### src/design/cbf_pkg.sv
// ----------------------------------------------------------------------------
// cbf_pkg: shared constants and types of the closest bounded fraction block
// Target width, configuration register indexes and the pipeline status beat.
// ----------------------------------------------------------------------------
`default_nettype none

package cbf_pkg;

  // Target is unsigned fixed point, always this wide.
  localparam int TGT_BITS = 48;

  // Configuration register indexes.
  localparam int CFG_IDX_BITS = 1;
  localparam logic [CFG_IDX_BITS-1:0] CFG_IDX_MAX_NUM = 1'b0;
  localparam logic [CFG_IDX_BITS-1:0] CFG_IDX_MAX_DEN = 1'b1;

  // Status of the select stage as seen by the sequencer.
  typedef struct packed {
    logic stall;  // best improved, replay the candidate at the multipliers
    logic busy;   // a candidate sits in the compare register
  } pipe_status_t;

endpackage

`default_nettype wire

### src/design/cbf_cand.sv
// ----------------------------------------------------------------------------
// cbf_cand: candidate pipeline
// Three register stages per denominator: target times q, nearest clamped
// numerator, then the exact distance |p * 2^F - target * q|.
// ----------------------------------------------------------------------------
`default_nettype none

module cbf_cand #(
  parameter int NUM_BITS  = 16,
  parameter int DEN_BITS  = 16,
  parameter int FRAC_BITS = 32,
  parameter int DIST_BITS = 64
) (
  input  wire logic                         clk_i,
  input  wire logic                         rst_ni,
  input  wire logic                         stall_i,
  input  wire logic                         issue_i,
  input  wire logic [DEN_BITS-1:0]          den_i,
  input  wire logic [cbf_pkg::TGT_BITS-1:0] target_i,
  input  wire logic [NUM_BITS-1:0]          max_num_i,
  output logic                              valid_o,
  output logic [DIST_BITS-1:0]              dist_o,
  output logic [NUM_BITS-1:0]               num_o,
  output logic [DEN_BITS-1:0]               den_o,
  output logic                              busy_o
);

  localparam int TQW = cbf_pkg::TGT_BITS + DEN_BITS;
  localparam int WW  = TQW - FRAC_BITS;
  localparam int CW  = ((WW > NUM_BITS) ? WW : NUM_BITS) + 1;
  localparam logic [FRAC_BITS-1:0] HALF = {1'b1, {(FRAC_BITS-1){1'b0}}};

  // stage 1
  logic               v1_q;
  logic [TQW-1:0]     tq1_q, tq1_d;
  logic [DEN_BITS-1:0] q1_q;

  // stage 2
  logic                v2_q, v2_d;
  logic [TQW-1:0]      tq2_q;
  logic [DEN_BITS-1:0] q2_q;
  logic [NUM_BITS-1:0] p2_q, p2_d;

  // stage 3
  logic                 v3_q;
  logic [DIST_BITS-1:0] d3_q, d3_d;
  logic [NUM_BITS-1:0]  p3_q;
  logic [DEN_BITS-1:0]  q3_q;

  logic [WW-1:0]        whole;
  logic [FRAC_BITS-1:0] frac;
  logic [CW-1:0]        whole_c, max_c, p_c;
  logic [DIST_BITS-1:0] pf, tqx;

  assign tq1_d = TQW'(target_i) * TQW'(den_i);

  always_comb begin
    whole   = tq1_q[TQW-1:FRAC_BITS];
    frac    = tq1_q[FRAC_BITS-1:0];
    whole_c = CW'(whole);
    max_c   = CW'(max_num_i);
    if (whole_c > max_c) begin
      p_c = max_c;
    end else begin
      p_c = whole_c + CW'(frac > HALF);
    end
    if (p_c > max_c) begin
      p_c = max_c;
    end
    if (p_c == '0) begin
      p_c = CW'(1);
    end
    p2_d = p_c[NUM_BITS-1:0];
    // no numerator is allowed at all: drop the candidate
    v2_d = v1_q && (max_num_i != '0);
  end

  always_comb begin
    pf  = DIST_BITS'(p2_q) << FRAC_BITS;
    tqx = DIST_BITS'(tq2_q);
    d3_d = (pf < tqx) ? (tqx - pf) : (pf - tqx);
  end

  always_ff @(posedge clk_i or negedge rst_ni) begin
    if (!rst_ni) begin
      v1_q <= 1'b0;
      v2_q <= 1'b0;
      v3_q <= 1'b0;
    end else if (!stall_i) begin
      v1_q <= issue_i;
      v2_q <= v2_d;
      v3_q <= v2_q;
    end
  end

  always_ff @(posedge clk_i) begin
    if (!stall_i) begin
      tq1_q <= tq1_d;
      q1_q  <= den_i;
      tq2_q <= tq1_q;
      q2_q  <= q1_q;
      p2_q  <= p2_d;
      d3_q  <= d3_d;
      p3_q  <= p2_q;
      q3_q  <= q2_q;
    end
  end

  assign valid_o = v3_q;
  assign dist_o  = d3_q;
  assign num_o   = p3_q;
  assign den_o   = q3_q;
  assign busy_o  = v1_q | v2_q | v3_q;

endmodule

`default_nettype wire

### config.mk
export PLATFORM = sky130hd
export DESIGN_NAME = cbf_cand
export DESIGN_NICKNAME = d
export VERILOG_FILES = /design/src/design/cbf_pkg.sv /design/src/design/cbf_cand.sv
export SDC_FILE = /design/constraint.sdc
export NUM_CORES = 2
export LEC_CHECK = 0
export ABC_AREA = 0
export BUFFER_PORTS_ARGS = -buffer_cell sky130_fd_sc_hd__buf_2
export CORE_ASPECT_RATIO = 1.25
export CORE_MARGIN = 4
export CORE_UTILIZATION = 65
export CTS_CLUSTER_DIAMETER = 40
export DETAILED_ROUTE_END_ITERATION = 6
export GPL_TIMING_DRIVEN = 0
export PLACE_DENSITY_LB_ADDON = 0.1
export SLEW_MARGIN = 10
export SYNTH_ARGS = -nofsm -noshare
export SYNTH_HDL_FRONTEND = slang
export SYNTH_SLANG_ARGS = --single-unit
### constraint.sdc
create_clock -name clk_i -period 6.85 [get_ports clk_i]
set_input_delay 0.685 -clock clk_i [delete_from_list [all_inputs] [get_ports clk_i]]
set_output_delay 0.685 -clock clk_i [all_outputs]
set_load 0.05 [all_outputs]
== After elaboration in Yosys (flattened, before gate mapping) ==
Cells that the tools add are included.
W data, S select, Z words.

* Flip-flop bits (word level): 275
* Latch bits: 0
* RAM bits: 0
* ROM bits: 0
* Bits of input ports: 84
* Output and inout port bits: 98
* Logic and storage cells: 27
* Memories kept: 0

* Add/sub/neg operators: 3
* Multipliers: 1
* Divide/modulo/power cells: 0
* Magnitude comparators: 4
* Equal/unequal tests: 0
* Shift-type cells: 0
* Mux-type cells: 3
* Bitwise logic cells: 2
* Reduce and logical (&&, ||, !) cells: 3

{| class="wikitable"
|+ Operators with widths
! cell !! number
|-
| $mux W33 || 2
|-
| $lt A48 B64 Y1 || 1
|-
| $mul A48 B16 Y64 || 1
|-
| $mux W64 || 1
|-
| $sub A48 B64 Y64 || 1
|-
| $sub A64 B48 Y64 || 1
|-
| $add A32 B1 Y33 || 1
|-
| $gt A33 B16 Y1 || 1
|-
| $logic_not A33 Y1 || 1
|-
| $gt A32 B16 Y1 || 1
|-
| $gt A32 B32 Y1 const B || 1
|-
| $reduce_bool A16 Y1 || 1
|-
| $or A1 B1 Y1 || 2
|-
| $logic_and A1 B1 Y1 || 1
|}

== Longest topological paths before layout ==
* Depth after elaboration: 6
* Mapped depth: 25
* Depth with buffers taken out: 23

== Worst setup path before layout ==
No wires, ideal clock.

* Kind: input -> register
* Start: in stall_i
* End: reg v2_q
* Library setup time: 0.096 ns
* Data arrival time: 7.047 ns
* Required time: 6.754 ns
* Setup slack: -0.293 ns
* Stages: 3
* Path buffers: 0
* Path through: inv_1 o311ai_0 nand2_1

{| class="wikitable"
|+ RTL lines
! element !! line !! text
|-
| start: declaration || cbf_cand.sv:16 || <nowiki>input wire logic stall_i,</nowiki>
|-
| end signal: assignment || cbf_cand.sv:91 || <nowiki>v2_q <= v2_d;</nowiki>
|-
| end: declaration || cbf_cand.sv:39 || <nowiki>logic v2_q, v2_d;</nowiki>
|}

== Worst setup path in the final report ==
* Start: in den_i[13]
* End: reg tq1_q[57], data pin

* Word-level cells in the longest chain between the ends: 1

{| class="wikitable"
|+ RTL lines
! element !! line !! text
|-
| start: declaration || cbf_cand.sv:18 || <nowiki>input wire logic [DEN_BITS-1:0] den_i,</nowiki>
|-
| $mul A48 B16 Y64 || cbf_cand.sv:55 || <nowiki>assign tq1_d = TQW'(target_i) * TQW'(den_i);</nowiki>
|-
| named net tq1_d[57] || cbf_cand.sv:35 || <nowiki>logic [TQW-1:0] tq1_q, tq1_d;</nowiki>
|-
| end signal: assignment || cbf_cand.sv:98 || <nowiki>tq1_q <= tq1_d;</nowiki>
|-
| end: declaration || cbf_cand.sv:35 ||
|}

The timed path passes the listed nets, and every way through them passes these cells.
A chain may end at the register's enable or synchronous reset.

==> results.cfg <==
[run_status]
outcome = complete, no violations

[critical_path]
cp_slowest_cell = clkbuf_1
r2r_cells = 18
critPathBufInv = 5
r2r_setup_slack_ps = 640
r2r_start = tq1_q[45]
required_ps = 7150
crit_path_frequent_cell = fa_1
worstPathMaxFanout = 10
cp.arrival_ps = 7070
start_kind = input port
crit_type = in2reg
critPathCaptureType = flop
crit_family = adder cells
reg2reg_to = p2_q[0]
crit_chain = buf_2 -> clkbuf_1 -> and2_1 -> fa_1 -> fa_1 -> fa_1 -> fa_1 -> fa_1 -> inv_1 -> fa_1 -> inv_1 -> ha_1 -> nand4_1 -> nor2_2 -> nand4_1 -> o32ai_4 -> o21ai_1 -> o211a_1 -> o31a_1 -> buf_4 -> o21ai_1 -> xnor2_1
slowest_delay_ps = 620

[final_layout]
final_net_count = 4903
multi_input_area_um2 = 25000
syn2layout_area_growth_pct = 10.9
post-route-cell-area_um2 = 40400
regArea_um2 = 8240
drive_gt1_share_pct = 11.0
fill_cells = 4207

[synth]
yosysUniqueCellTypes = 70
synth.yosys.warnings = 0
synth_top_cell_area_share_pct = 35.3
synth-seq-cells = 275
synth_most_common_cell = inv_1
synth_common_cells = inv_1 (763), nand2_1 (653), fa_1 (643)
yosys_most_used_dff = edfxtp_1
yosysSeqAreaShare_pct = 22.6
ys_top_cells_by_area = fa_1 (35%), edfxtp_1 (22%), inv_1 (7.9%), ha_1 (6.9%), nand2_1 (6.7%)
syn-num-nets = 4690
async_flop_share_pct = 1.09
synth-edff-count = 272
synth.avg_cell_area_um2 = 9.69
syn_inst = 3761
syn_area_um2 = 36400
synth_top_area_cell = fa_1

[detailed_routing]
drtAntennaViolNets = 0
drt-pass1-iter-count = 5
routed_wl_um = 103000
drt-wirelength-per-cell_um = 21.7
vias = 27546
viasPerCell = 5.81
drc = 0
drt-initial-drc-count = 2250

[sta]
final_hold_viol_count = 0
slew_violations = 0
slew_headroom_pct = 29.3
whs_ps = 359
setup_viol = 0
min_period_ps = 6770
period_share_pct = 98.9
finalClockSkew_ps = 24.9
worstMarginPinSlew_ps = 1050
clock.fmax_mhz = 148

[die]
die_h_um = 273
die_area_um2 = 59900
initial_core_util_pct = 65.9
die_w_um = 220
core.rowCount = 96
ios = 182
core_um2 = 55300

[hold_path]
min_to = q1_q[6]
whs_path_depth = 1
hp-start = den_i[6]
hold_class = in2reg

[grt]
antenna_found_initial = 5
grt_pass1_vias = 29213
grt_usage_pct = 35.5
grt_pass1_wl_um = 162000
grt_overflow = 0
grt_max_degree = 45

[clocking]
cts.sinks = 275
numCtsBuffers = 38
h-tree-depth = 2
clockRootBuffer = clkbuf_16
cts_tree = yes
path_clk_slew_ps = 50
clockBufferDepth = 3
clkLatencyLatePin_ps = 570

[run]
cap_violations = 0

[placement]
port_buffers = 181
gp_congestion = 0.988
placed_area_um2 = 38400
hpwl_um = 84700
==> metrics by stage <==
stage	setup TNS [ps]	setup slack, ps	utilization [%]	std cells
final	0	76.0	73.1	4738
after global placement	-68660	-2120	69.3	4677
after CTS	0	0.105	72.6	4740
after floorplan	0	11.0	-	3761
after global routing	-101	-27.9	73.1	4737
after detailed placement	-70510	-2170	69.5	4684
==> logic make-up after synthesis <==
| group | count (synthesis) | share of synthesized area [%] |
|---|---|---|
| and+or+nand+nor | 1181 | 15.2 |
| adders and majority gates | 845 | 42.3 |
| muxes | 16 | 0.467 |
| buffers and inverters | 933 | 9.62 |
| xor gates and xnor gates | 131 | 3.15 |
| DFF | 275 | 22.6 |
| AOI/OAI and AO/OA | 380 | 6.67 |
==> worst max-delay path by stage <==
stage / slack (ps) / startpoint / cells past startpoint / endpoint
floorplan: 10 / den_i[1] / 25 / tq1_q[43]
global placement: -2120 / den_i[2] / 26 / tq1_q[62]
detailed placement: -2170 / den_i[7] / 24 / tq1_q[62]
CTS: 0.1 / den_i[4] / 25 / tq1_q[58]
global route: -30 / den_i[13] / 20 / tq1_q[63]
finish: 80 / den_i[13] / 22 / tq1_q[57]
==> layer usage <==
layer | up-vias | share of wire (%) | GRT usage [%] | routed length (µm)
li1 | 12138 | - | - | -
met1 | 13574 | 36 | 44.3 | 37400
met2 | 1432 | 48 | 58.6 | 49400
met3 | 398 | 8.7 | 6.98 | 8950
met4 | 4 | 7.0 | 19.3 | 7170
met5 | - | 0.026 | 0 | 27
==> final cells by class <==
cell class,instances,share of cell area (%)
clock buffer,45,2.47
buffer,144,2.21
timing repair buffer,199,2.83
inverter,763,7.10
clock inverter,22,0.688
antenna,2,0.0124
sequential,275,20.4
tap,735,2.28
multi-input combinational,2553,62.0
==> sequential cells by signal, summed over array words and instances, names as in the netlist, 16 cells and up <==
| register | cells |
|---|---|
| tq2_q | 64 |
| q2_q | 16 |
| q1_q | 16 |
| num_o | 16 |
| tq1_q | 64 |
| p2_q | 16 |
| dist_o | 64 |
| den_o | 16 |
==> worst reg2reg max path: stages (launching register included) <==
cell,delay [ps]
edfxtp_1,480
ha_1,340
nand4_1,200
nor4_1,560
o21ai_0,310
nor2_1,370
clkbuf_1,390
clkbuf_1,440
nand2_1,100
o21ai_0,110
ha_1,300
a2111oi_0,430
o2111ai_1,180
nand2_1,170
and4bb_2,310
clkbuf_1,410
mux2_2,420
nor4_1,290
a221o_1,260
==> layout by cell type, fill, tap and decap left out, types with 8 or more instances in the layout <==
cell,synthesis,routed
clkbuf_4,0,20
mux2_2,8,8
nand3_1,40,40
o21a_1,8,8
edfxtp_1,272,272
inv_1,763,761
o31ai_1,11,11
clkbuf_2,0,53
and3_1,10,10
o211ai_1,8,8
ha_2,0,12
a21o_1,56,56
o21ai_1,15,22
fa_1,643,643
nand2_1,653,651
and2_1,239,238
a21oi_1,120,110
nor3_1,22,19
nor4_1,29,28
nand4_1,34,34
or3_1,15,15
buf_12,0,8
buf_2,3,186
clkbuf_1,162,47
a31oi_1,12,10
o21ai_0,67,57
nor2_1,86,83
ha_1,202,183
nor2b_1,12,11
o21bai_1,17,16
buf_4,0,19
nand2b_1,11,11
xnor2_1,74,74
clkbuf_16,0,41
xor2_1,57,57
mux2i_1,8,8
==> repair_timing <==
action	in CTS	in global routing
hold buffers	1	0
gates resized for setup	156	144
endpoints found under the setup margin	45	23
cloned	0	0
endpoints found under the hold margin	3	0
pin swaps	8	14
buffers inserted	5	5
Power is not shown: default switching activity piles up to over one toggle a cycle in this logic, so the estimate is an artifact.
